[src/rtl/mlfq_pkg.sv]
// Shared types and constants of the feedback-queue scheduler.
// Used by mlfq_process_scheduler_unit; no dependencies.
package mlfq_pkg;

    localparam int MLFQ_SLOTS      = 64;
    localparam int MLFQ_STAMP_BITS = 32;
    localparam int SCHED_LEVELS    = 4;

    // reset quanta per level
    localparam logic [7:0] QUANTUM_RESET [SCHED_LEVELS] = '{8'd1, 8'd4, 8'd8, 8'd16};

    // slot status codes
    localparam logic [1:0] ST_UNUSED   = 2'd0;
    localparam logic [1:0] ST_SLEEPING = 2'd1;
    localparam logic [1:0] ST_RUNNABLE = 2'd2;
    localparam logic [1:0] ST_RUNNING  = 2'd3;

    // operation codes
    localparam logic [3:0] OP_ADMIT  = 4'd0;
    localparam logic [3:0] OP_WAKE   = 4'd1;
    localparam logic [3:0] OP_TICK   = 4'd2;
    localparam logic [3:0] OP_TYIELD = 4'd3;
    localparam logic [3:0] OP_VYIELD = 4'd4;
    localparam logic [3:0] OP_SLEEP  = 4'd5;
    localparam logic [3:0] OP_FREE   = 4'd6;
    localparam logic [3:0] OP_BOOST  = 4'd7;
    localparam logic [3:0] OP_PICK   = 4'd8;

    localparam logic [1:0] LEVEL_LAST = 2'(SCHED_LEVELS - 1);
    localparam logic [7:0] SLICE_MAX  = 8'd255;

    // per-slot bookkeeping word
    typedef struct packed {
        logic [1:0] status;
        logic [1:0] level;
        logic [7:0] slice;
    } t_meta;

    localparam int META_BITS = $bits(t_meta);

endpackage

[src/rtl/mlfq_ram.sv]
// Generic single-write, single-read RAM with registered read data.
// No dependencies.
module mlfq_ram #(
    parameter int WIDTH = 8,
    parameter int DEPTH = 64
) (
    input  logic                     i_clk,
    input  logic                     i_we,
    input  logic [$clog2(DEPTH)-1:0] i_waddr,
    input  logic [WIDTH-1:0]         i_wdata,
    input  logic [$clog2(DEPTH)-1:0] i_raddr,
    output logic [WIDTH-1:0]         o_rdata
);

    logic [WIDTH-1:0] r_mem [DEPTH];
    logic [WIDTH-1:0] r_rdata;

    // write and registered read
    always_ff @(posedge i_clk) begin
        if (i_we) begin
            r_mem[i_waddr] <= i_wdata;
        end
        r_rdata <= r_mem[i_raddr];
    end

    assign o_rdata = r_rdata;

endmodule

[src/rtl/mlfq_process_scheduler_unit.sv]
// Four-level feedback-queue scheduler: slot table in RAM, one sequencer.
// Depends on mlfq_pkg and mlfq_ram.
// Admit, wake, free and tick/yield/sleep (slot running) read and update the slot entry; tick then scans
// all slots, boost scans them, pick scans them if none runs, then takes the best. The scan reads,
// then evaluates, each entry; every request ends by reading the current slot. One request at a
// time, taken in idle after the last result. Reset is synchronous; valid bits clear at once.
module mlfq_process_scheduler_unit
    import mlfq_pkg::*;
#(
    parameter int SLOTS      = MLFQ_SLOTS,
    parameter int STAMP_BITS = MLFQ_STAMP_BITS
) (
    input  logic       i_clk,
    input  logic       i_rst_n,
    input  logic       i_valid,
    output logic       o_stall,
    input  logic [3:0] i_operation,
    input  logic [5:0] i_slot,
    output logic       o_valid,
    input  logic       i_stall,
    output logic       o_preempt,
    output logic       o_found,
    output logic [5:0] o_chosen_slot,
    output logic [1:0] o_chosen_level,
    input  logic       i_cfg_valid,
    output logic       o_cfg_ready,
    input  logic [2:0] i_cfg_index,
    input  logic [7:0] i_cfg_data
);

    localparam int SW = $clog2(SLOTS);

    typedef enum logic [7:0] {
        S_IDLE    = 8'b0000_0001,
        S_RD      = 8'b0000_0010,
        S_EVAL    = 8'b0000_0100,
        S_SCAN_RD = 8'b0000_1000,
        S_SCAN_EV = 8'b0001_0000,
        S_CUR_RD  = 8'b0010_0000,
        S_CUR_EV  = 8'b0100_0000,
        S_OUT     = 8'b1000_0000
    } t_state;

    t_state                r_state, n_state;
    logic [3:0]            r_op, n_op;
    logic [SW-1:0]         r_addr, n_addr;
    logic [SW-1:0]         r_idx, n_idx;
    logic [SW-1:0]         r_cur, n_cur;
    logic                  r_cur_vld, n_cur_vld;
    logic [1:0]            r_cur_lvl, n_cur_lvl;
    logic [STAMP_BITS-1:0] r_stamp, n_stamp;
    logic                  r_have, n_have;
    logic [SW-1:0]         r_best, n_best;
    logic [1:0]            r_best_lvl, n_best_lvl;
    logic [STAMP_BITS-1:0] r_best_stamp, n_best_stamp;
    logic                  r_preempt, n_preempt;
    logic                  r_found, n_found;
    logic [1:0]            r_level, n_level;
    logic [7:0]            r_q [SCHED_LEVELS];
    logic [SLOTS-1:0]      r_vld, n_vld;
    logic                  r_rvld;

    logic [SW-1:0]         raddr;
    logic                  mwe;
    logic [SW-1:0]         mwaddr;
    t_meta                 mwdata;
    logic [META_BITS-1:0]  mrdata;
    logic                  swe;
    logic [SW-1:0]         swaddr;
    logic [STAMP_BITS-1:0] srdata;
    t_meta                 m;

    mlfq_ram #(.WIDTH(META_BITS), .DEPTH(SLOTS)) u_meta (
        .i_clk   (i_clk),
        .i_we    (mwe),
        .i_waddr (mwaddr),
        .i_wdata (mwdata),
        .i_raddr (raddr),
        .o_rdata (mrdata)
    );

    mlfq_ram #(.WIDTH(STAMP_BITS), .DEPTH(SLOTS)) u_stamp (
        .i_clk   (i_clk),
        .i_we    (swe),
        .i_waddr (swaddr),
        .i_wdata (n_stamp),
        .i_raddr (raddr),
        .o_rdata (srdata)
    );

    // unwritten entries read as the reset value
    assign m = r_rvld ? t_meta'(mrdata) : '0;

    // select read address
    always_comb begin
        case (r_state)
            S_RD:      raddr = r_addr;
            S_SCAN_RD: raddr = r_idx;
            S_CUR_RD:  raddr = r_cur;
            default:   raddr = r_addr;
        endcase
    end

    // sequencer and shared compare unit
    always_comb begin
        logic [7:0]            slc;
        logic [7:0]            q;
        logic                  spent;
        logic                  take;
        logic [STAMP_BITS-1:0] diff;
        logic                  last;
        n_state      = r_state;
        n_op         = r_op;
        n_addr       = r_addr;
        n_idx        = r_idx;
        n_cur        = r_cur;
        n_cur_vld    = r_cur_vld;
        n_cur_lvl    = r_cur_lvl;
        n_stamp      = r_stamp;
        n_have       = r_have;
        n_best       = r_best;
        n_best_lvl   = r_best_lvl;
        n_best_stamp = r_best_stamp;
        n_preempt    = r_preempt;
        n_found      = r_found;
        n_level      = r_level;
        n_vld        = r_vld;
        mwe          = 1'b0;
        mwaddr       = r_addr;
        mwdata       = m;
        swe          = 1'b0;
        swaddr       = r_addr;
        q            = r_q[m.level];
        slc          = (m.slice < SLICE_MAX) ? m.slice + 8'd1 : m.slice;
        spent        = m.slice >= q;
        diff         = srdata - r_best_stamp;
        take         = 1'b0;
        last         = r_idx == SW'(SLOTS - 1);
        case (r_state)
            S_IDLE: begin
                if (i_valid) begin
                    n_op      = i_operation;
                    n_preempt = 1'b0;
                    n_found   = 1'b0;
                    n_idx     = '0;
                    n_have    = 1'b0;
                    n_state   = S_CUR_RD;
                    case (i_operation)
                        OP_ADMIT, OP_WAKE, OP_FREE: begin
                            n_addr = SW'(i_slot);
                            if (32'(i_slot) < SLOTS) n_state = S_RD;
                        end
                        OP_TICK, OP_TYIELD, OP_VYIELD, OP_SLEEP: begin
                            n_addr = r_cur;
                            if (r_cur_vld) n_state = S_RD;
                        end
                        OP_BOOST: n_state = S_SCAN_RD;
                        OP_PICK: begin
                            if (!r_cur_vld) n_state = S_SCAN_RD;
                        end
                        default: n_state = S_CUR_RD;
                    endcase
                end
            end
            S_RD: n_state = S_EVAL;
            S_EVAL: begin
                n_state = S_CUR_RD;
                mwe     = 1'b1;
                case (r_op)
                    OP_ADMIT: begin
                        mwdata = '{status: ST_RUNNABLE, level: 2'd0, slice: 8'd0};
                        swe    = 1'b1;
                        if (r_cur == r_addr) n_cur_vld = 1'b0;
                    end
                    OP_WAKE: begin
                        mwdata.status = ST_RUNNABLE;
                        mwe = m.status == ST_SLEEPING;
                        swe = m.status == ST_SLEEPING;
                    end
                    OP_FREE: begin
                        mwdata.status = ST_UNUSED;
                        if (r_cur == r_addr) n_cur_vld = 1'b0;
                    end
                    OP_TICK: begin
                        mwdata.slice = slc;
                        n_preempt    = slc >= q;
                        n_cur_lvl    = m.level;
                        n_state      = S_SCAN_RD;
                    end
                    OP_TYIELD: begin
                        mwdata.status = ST_RUNNABLE;
                        if (spent) begin
                            mwdata.slice = 8'd0;
                            if (m.level != LEVEL_LAST) mwdata.level = m.level + 2'd1;
                        end
                        swe       = 1'b1;
                        n_cur_vld = 1'b0;
                    end
                    OP_VYIELD: begin
                        mwdata.status = ST_RUNNABLE;
                        swe       = 1'b1;
                        n_cur_vld = 1'b0;
                    end
                    OP_SLEEP: begin
                        mwdata.status = ST_SLEEPING;
                        n_cur_vld = 1'b0;
                    end
                    OP_PICK: begin
                        mwdata.status = ST_RUNNING;
                        n_cur     = r_addr;
                        n_cur_vld = 1'b1;
                        n_found   = 1'b1;
                    end
                    default: mwe = 1'b0;
                endcase
            end
            S_SCAN_RD: n_state = S_SCAN_EV;
            S_SCAN_EV: begin
                mwaddr = r_idx;
                swaddr = r_idx;
                case (r_op)
                    OP_TICK: begin
                        if (m.status == ST_RUNNABLE && m.level < r_cur_lvl) n_preempt = 1'b1;
                    end
                    OP_BOOST: begin
                        mwdata.level = 2'd0;
                        mwdata.slice = 8'd0;
                        mwe = m.status != ST_UNUSED;
                        swe = m.status == ST_RUNNABLE;
                    end
                    OP_PICK: begin
                        take = m.status == ST_RUNNABLE && (!r_have || m.level < r_best_lvl
                               || (m.level == r_best_lvl && diff[STAMP_BITS-1]));
                        if (take) begin
                            n_have       = 1'b1;
                            n_best       = r_idx;
                            n_best_lvl   = m.level;
                            n_best_stamp = srdata;
                        end
                    end
                    default: n_preempt = r_preempt;
                endcase
                if (last) begin
                    n_state = S_CUR_RD;
                    if (r_op == OP_PICK && n_have) begin
                        n_addr  = n_best;
                        n_state = S_RD;
                    end
                end else begin
                    n_idx   = r_idx + SW'(1);
                    n_state = S_SCAN_RD;
                end
            end
            S_CUR_RD: n_state = S_CUR_EV;
            S_CUR_EV: begin
                n_level = m.level;
                n_state = S_OUT;
            end
            S_OUT: begin
                if (!i_stall) n_state = S_IDLE;
            end
            default: n_state = S_IDLE;
        endcase
        // advance stamp on every enqueue, mark written entries
        if (swe) n_stamp = r_stamp + STAMP_BITS'(1);
        if (mwe) n_vld[mwaddr] = 1'b1;
    end

    // hold state
    always_ff @(posedge i_clk) begin
        if (!i_rst_n) begin
            r_state   <= S_IDLE;
            r_cur     <= '0;
            r_cur_vld <= 1'b0;
            r_stamp   <= '0;
            r_vld     <= '0;
            r_rvld    <= 1'b0;
            for (int k = 0; k < SCHED_LEVELS; k++) r_q[k] <= QUANTUM_RESET[k];
        end else begin
            r_state   <= n_state;
            r_cur     <= n_cur;
            r_cur_vld <= n_cur_vld;
            r_stamp   <= n_stamp;
            r_vld     <= n_vld;
            r_rvld    <= r_vld[raddr];
            if (i_cfg_valid && 32'(i_cfg_index) < SCHED_LEVELS) begin
                r_q[i_cfg_index[1:0]] <= i_cfg_data;
            end
        end
    end

    // payload registers
    always_ff @(posedge i_clk) begin
        r_op         <= n_op;
        r_addr       <= n_addr;
        r_idx        <= n_idx;
        r_cur_lvl    <= n_cur_lvl;
        r_have       <= n_have;
        r_best       <= n_best;
        r_best_lvl   <= n_best_lvl;
        r_best_stamp <= n_best_stamp;
        r_preempt    <= n_preempt;
        r_found      <= n_found;
        r_level      <= n_level;
    end

    assign o_stall        = r_state != S_IDLE;
    assign o_valid        = r_state == S_OUT;
    assign o_preempt      = r_preempt;
    assign o_found        = r_found;
    assign o_chosen_slot  = 6'(r_cur);
    assign o_chosen_level = r_level;
    assign o_cfg_ready    = 1'b1;

    // a stamp only moves forward by one
    a_stamp_step: assert property (@(posedge i_clk) disable iff (!i_rst_n)
        ($past(i_rst_n) && r_stamp != $past(r_stamp))
        |-> r_stamp == $past(r_stamp) + STAMP_BITS'(1))
        else $error("stamp counter skipped");

    // a found pick leaves a running slot
    a_found_cur: assert property (@(posedge i_clk) disable iff (!i_rst_n)
        (o_valid && o_found) |-> r_cur_vld)
        else $error("pick reported without current slot");

    // preempt and found never both
    a_excl: assert property (@(posedge i_clk) disable iff (!i_rst_n)
        o_valid |-> !(o_preempt && o_found))
        else $error("preempt and found together");

    // no request taken while a result waits
    a_busy: assert property (@(posedge i_clk) disable iff (!i_rst_n)
        o_valid |-> o_stall)
        else $error("input open while result pending");

endmodule

[config.mk]
export PLATFORM = sky130hd
export DESIGN_NAME = mlfq_process_scheduler_unit
export DESIGN_NICKNAME = d
export VERILOG_FILES = /design/src/rtl/mlfq_pkg.sv /design/src/rtl/mlfq_ram.sv /design/src/rtl/mlfq_process_scheduler_unit.sv
export SDC_FILE = /design/constraint.sdc
export NUM_CORES = 2
export LEC_CHECK = 0
export BUFFER_PORTS_ARGS = -buffer_cell sky130_fd_sc_hd__buf_2
export CAP_MARGIN = 10
export CORE_MARGIN = 2
export CORE_UTILIZATION = 40
export DETAILED_ROUTE_END_ITERATION = 10
export SLEW_MARGIN = 20
export SYNTH_ARGS = -nofsm -noshare
export SYNTH_HDL_FRONTEND = slang
export SYNTH_SLANG_ARGS = --single-unit
export TNS_END_PERCENT = 10
[constraint.sdc]
create_clock -name i_clk -period 8.84 [get_ports i_clk]
set_input_delay 0.442 -clock i_clk [delete_from_list [all_inputs] [get_ports i_clk]]
set_output_delay 0.442 -clock i_clk [all_outputs]
set_load 0.05 [all_outputs]
Word level (Yosys, flattened, before mapping) --
Memory sizes are Yosys's and may differ from the RTL's. A register that Yosys moved wholly into a read port is not among the register bits. Cells that the tools add are included.
Cells by class: add/subtract/negate cells 5, $lt $le $gt $ge 9, equality and inequality tests 42, multiplexer cells 66, bitwise operators 1, reduce and logical (&&, ||, !) cells 35
Operators with widths (count):
- 6-bit two-way mux | 13
- 64-bit bitwise OR | 1
- 8-bit one-hot mux with 8 select lines | 1
- 6-bit one-hot mux with 2 select lines | 4
- 32-bit by 1-bit adder with 32-bit output, second input constant | 1
- 4-bit by 3-bit equality test with 1-bit output, second input constant | 8
- 32-bit two-way mux | 1
- 8-bit two-way mux | 4
- 32-bit subtractor | 1
- 6-bit one-hot mux with 4 select lines | 1
- 8-bit one-hot mux with 3 select lines | 1
- 1-bit two-way mux | 22
- 10-bit two-way mux | 2
- 10-bit one-hot mux with 2 select lines | 1
- 4-bit by 2-bit equality test with 1-bit output, second input constant | 4
- 8-bit >= comparator | 2
- 2-bit != test, second input constant | 8
- 6-bit by 7-bit < comparator with 1-bit output, second input constant | 2
- 12-bit two-way mux | 1
- 1-bit one-hot mux with 2 select lines | 6
- 3-bit AND reduction | 4
- 2-bit AND reduction | 5
- 5-bit AND reduction | 2
- 3-bit OR reduction | 3
- 41 further kinds | 60
Storage, ports and cells: flip-flop bits (word level) 175, memory bits (writable) 2848, output and inout port bits 13, logic and storage cells 178, memories kept 3
Memory list:
- u_stamp.r_mem | depth 64, bits a word 32, rd ports 1, clocked after Yosys merged registers in 1, wr ports 1, RTL line mlfq_ram.sv:15 | logic [WIDTH-1:0] r_mem [DEPTH];
- u_meta.r_mem | depth 64, bits a word 12, rd ports 1, clocked after Yosys merged registers in 1, wr ports 1, RTL line mlfq_ram.sv:15
- r_q | depth 4, bits a word 8, rd ports 1, clocked after Yosys merged registers in 0, wr ports 4, RTL line mlfq_process_scheduler_unit.sv:59 | logic [7:0] r_q [SCHED_LEVELS];

Depth between registers and ports, before layout --
word-level depth 12, mapped depth 17, gate-level depth less buffers 15

Modules after synthesis --
A second synthesis with hierarchy kept.
Unflattened totals: cells, all modules 5819, area total of the unflattened synthesis 119593.4 um^2
By module, submodules not included:
- mlfq_ram at u_stamp | instances 1, cells an instance 3324, area each 78515.3 um^2, seq. area each 62139.6 um^2
- mlfq_ram at u_meta | instances 1, cells an instance 1339, area each 29851.1 um^2, seq. area each 23302.3 um^2
- mlfq_process_scheduler_unit | instances 1, cells an instance 1156, area each 11227.0 um^2, seq. area each 5094.9 um^2

Worst setup path after synthesis --
No wires, ideal clock.
path kind reg2reg, start point register u_meta.r_rdata[8] (netlist: u_meta.o_rdata[8]), read port of u_meta.r_mem, end point memory u_meta.r_mem[0][3] (netlist name), data pin, library setup time 0.703 ns, arrival time 5.414 ns, required time 8.137 ns, slack 2.724 ns, stages on the path, launching flop included 14, period minus slack after synthesis 6.116 ns, path through dfxtp_1 -> clkbuf_1 -> mux2_2 -> a22o_1 -> a22o_1 -> ha_1 -> nand2b_1 -> a21oi_1 -> a221oi_1 -> o31ai_1 -> a211oi_1 -> o21ai_0 -> o21ai_0 -> o21ai_0
RTL lines:
- from (decl) | RTL line mlfq_ram.sv:16 | logic [WIDTH-1:0] r_rdata;
- to (decl) | RTL line mlfq_ram.sv:15

Final worst setup path --
start point register r_state[3], end point register u_stamp.r_rdata[29] (netlist: u_stamp.o_rdata[29]), read port of u_stamp.r_mem
Between the ends: cells in the longest elaborated chain, start to end 2
Ends and longest elaborated chain:
- from (decl) | RTL line mlfq_process_scheduler_unit.sv:44 | t_state r_state, n_state;
- from (signal assigned) | RTL line mlfq_process_scheduler_unit.sv:280 | r_state <= n_state;
- 8-bit by 6-bit equality test with 1-bit output or 8-bit by 4-bit equality test with 1-bit output (tied branches) | RTL line mlfq_process_scheduler_unit.sv:96 | case (r_state)
- 6-bit one-hot mux with 2 select lines * | RTL line mlfq_process_scheduler_unit.sv:96
- to (decl) | RTL line mlfq_ram.sv:16
Mark *: on every way between the ends. The rest lies on a longest branch, timed or not. A chain may end at the register's enable or synchronous reset.

==> flow_summary.ini <==
[run_status]
status = complete, no violations

[synthesis]
synthesis.instances = 8716
ys_warn_count = 0
yosys.cell_count.top_type = edfxtp_1
ys_top_cells_by_area = edfxtp_1 (73%), nand2_1 (7.0%), nand3_1 (3.3%)
synth_area_um2 = 121000
synth_enable_flop_cells = 2911
syn-num-nets = 8792
synth_top_area_cell = edfxtp_1
ys_ff_latch = 3067
synth.avg_cell_area_um2 = 13.8
synth_top_cell_area_share_pct = 72.5
synth-async-reset-ratio_pct = 0
synth.distinct_cells = 78
synth_flop_cell = edfxtp_1
seq_area_frac_synth_pct = 75.1
synth_commonest_cells = edfxtp_1 (2,911), nand2_1 (2,263), nand3_1 (794)

[grt]
grt_overflow = 0
grtUsageTotal_pct = 22.1
antenna_found_initial = 18
use_met2_pct = 36.2
grt_use_met1_pct = 30.6
gr-usage-met3_pct = 3.21
grt_max_degree = 185
busiest_layer = met2
grt_pass1_vias = 71293
grt_pass1_wl_um = 499000

[sta]
finClkSkew_ns = 0.0720
setup_viol = 0
max_freq_mhz = 185
tns_ns = 0
slew_headroom_pct = 20.3
rsz0062_at_grt = false
final_max_slew_viol_count = 0
finalHoldViolations = 0
fin_crit_sh_pct = 61.3
min_period_ns = 5.42
worst_pin_slew_ns = 1.19

[worst_setup_path]
startpoint = r_state[3]
worst_setup_path_end_kind = flop
crit_type = reg2reg
required_ns = 9.65
cp-start-kind = flop
r2r_cells = 11
reg2reg_from = r_state[3]
crit_path_max_fanout = 123
crit_arrival_ns = 6.22

[drt]
via_count = 75063
routedWlPerCell_um = 26.9
drt_pass1_iterations = 6
drc = 0
ant_nets = 0
wirelength_um = 349000
drt_iter0_markers = 10328
vias_per_cell = 5.78

[clocking]
htree_levels = 5
clk_latency_ns = 0.90
cts_buffers = 308
cts_resized = 0
root_buffer = clkbuf_16
clock-sinks = 3067
clock_path_buffers = 4
cts_tree = built
clk_pin_slew_worst_paths_ns = 0.06

[layout]
final_layout_size_suffix_gt1_share_pct = 10.3
utilization_pct = 45.6
area_delta_synth_final_pct = 13.4
num-nets-final = 8851

[pwr]
irDropWorstVdd_mv = 0.163
total_leakage_power_nw = 44.3
power_density_nw_per_um2 = 251

[hold_path]
holdCritPathClass = in2reg
min_from = i_rst_n
hold_depth = 2

[floorplanning]
dieArea_um2 = 306000
placementRows = 201
ios = 39
die_x_um = 553
initial_core_util_pct = 40.2
core_area_um2 = 300000
dieHeight_um = 553

[place]
port_buffers = 37
dp_hpwl_um = 180000
gp_congestion = 0.839

[flow_run]
cap_violations = 0
registers in the layout (all words and copies together) (netlist names):
signal / flops
o_found: 1
r_best_stamp: 32
o_preempt: 1
r_addr: 6
o_chosen_level: 2
r_best_lvl: 2
u_meta.r_mem: 768
r_best: 6
r_q: 32
r_stamp: 32
u_stamp.o_rdata: 32
r_state: 8
o_chosen_slot: 6
r_rvld: 1
r_cur_vld: 1
u_meta.o_rdata: 12
r_idx: 6
r_cur_lvl: 2
r_have: 1
u_stamp.r_mem: 2048
r_vld: 64
r_op: 4
cell families (layout without fill, tap and decap cells):
| family | after synthesis | count (layout) | share of synthesized area [%] |
|---|---|---|---|
| AO/OA/AOI/OAI | 798 | 798 | 4.96 |
| XOR/XNOR | 49 | 49 | 0.356 |
| adder cells (fa/ha/maj) | 51 | 51 | 0.527 |
| buffers and inverters | 609 | 911 | 2.19 |
| flip-flops | 3067 | 3067 | 75.1 |
| multiplexers | 362 | 362 | 3.15 |
| other | 1 | 9 | 0.00311 |
| AND/OR/NAND/NOR | 3779 | 3779 | 13.7 |
cells in the final DEF, fill, tap and decap left out, types with 57 or more instances in the layout:
cell type,synthesis,layout
a21oi_1,59,57
a31oi_1,197,197
a32oi_1,291,290
and2_1,68,68
buf_4,14,222
clkbuf_1,278,64
clkbuf_16,0,322
dfxtp_1,156,156
edfxtp_1,2911,2911
inv_1,61,61
mux2i_1,335,335
nand2_1,2263,2254
nand3_1,794,792
nand4_1,285,285
nor2_1,194,113
nor2_4,0,68
o21a_1,65,65
per-stage QoR:
step	setup WS, ns	instances	hold slack [ns]	total power, mW	area (um^2)
after floorplan	2.72	8716	0.409	19.7	121000
after global placement	3.71	12406	0.422	21.6	127000
after detailed placement	3.61	12406	0.422	21.7	127000
after CTS	3.60	12976	0.0673	34.5	137000
after global routing	3.27	12977	0.123	35.4	137000
final	3.42	12984	0.123	34.4	137000
critical path, cell delays in order (launching register included):
cell and delay, ns:
dfxtp_1 0.70, nand2b_1 0.41, nor4_1 0.13, nor3_2 0.95, buf_4 0.58, buf_12 0.46
buf_4 0.67, nand2_1 0.11, a31oi_1 0.19, nand4_1 0.15, nand3_1 0.49, o22a_1 0.23
metal layers:
layer	up-vias	routed length [um]
met4	4	9950
met2	3397	166000
li1	32712	-
met1	38372	145000
met3	578	28200
met5	-	29
worst paths after layout:
kind / end / slack, ns
worst min-delay path: r_state[0] / 0.12
worst max-delay path: u_stamp.o_rdata[29] / 3.42
worst max register to register: u_stamp.o_rdata[29] / 3.42
worst min register to register: r_best_stamp[1] / 0.43
report_power, final:
| part | switching (mW) | internal, mW | total, mW |
|---|---|---|---|
| Clock | 5.45 | 7.48 | 12.9 |
| Sequential | 0.233 | 16.1 | 16.3 |
| Combinational | 3.73 | 1.37 | 5.10 |
| Total | 9.41 | 25.0 | 34.4 |
layout make-up:
class,count,area (um^2)
antenna,8,20.0
clock buffer,416,8710
clock inverter,137,1240
fill,25969,163000
inverter,62,233
multi-input combinational,5040,28600
sequential,3067,90500
tap,3958,4950
timing repair buffer,296,2440
repair_timing:
action / 4_1_cts / 5_1_grt
buffers inserted: 0 / 0
hold buffers: 17 / 0
hold endpoints to repair: 39 / 0
No activity file was read; power rests on OpenSTA's default activity.
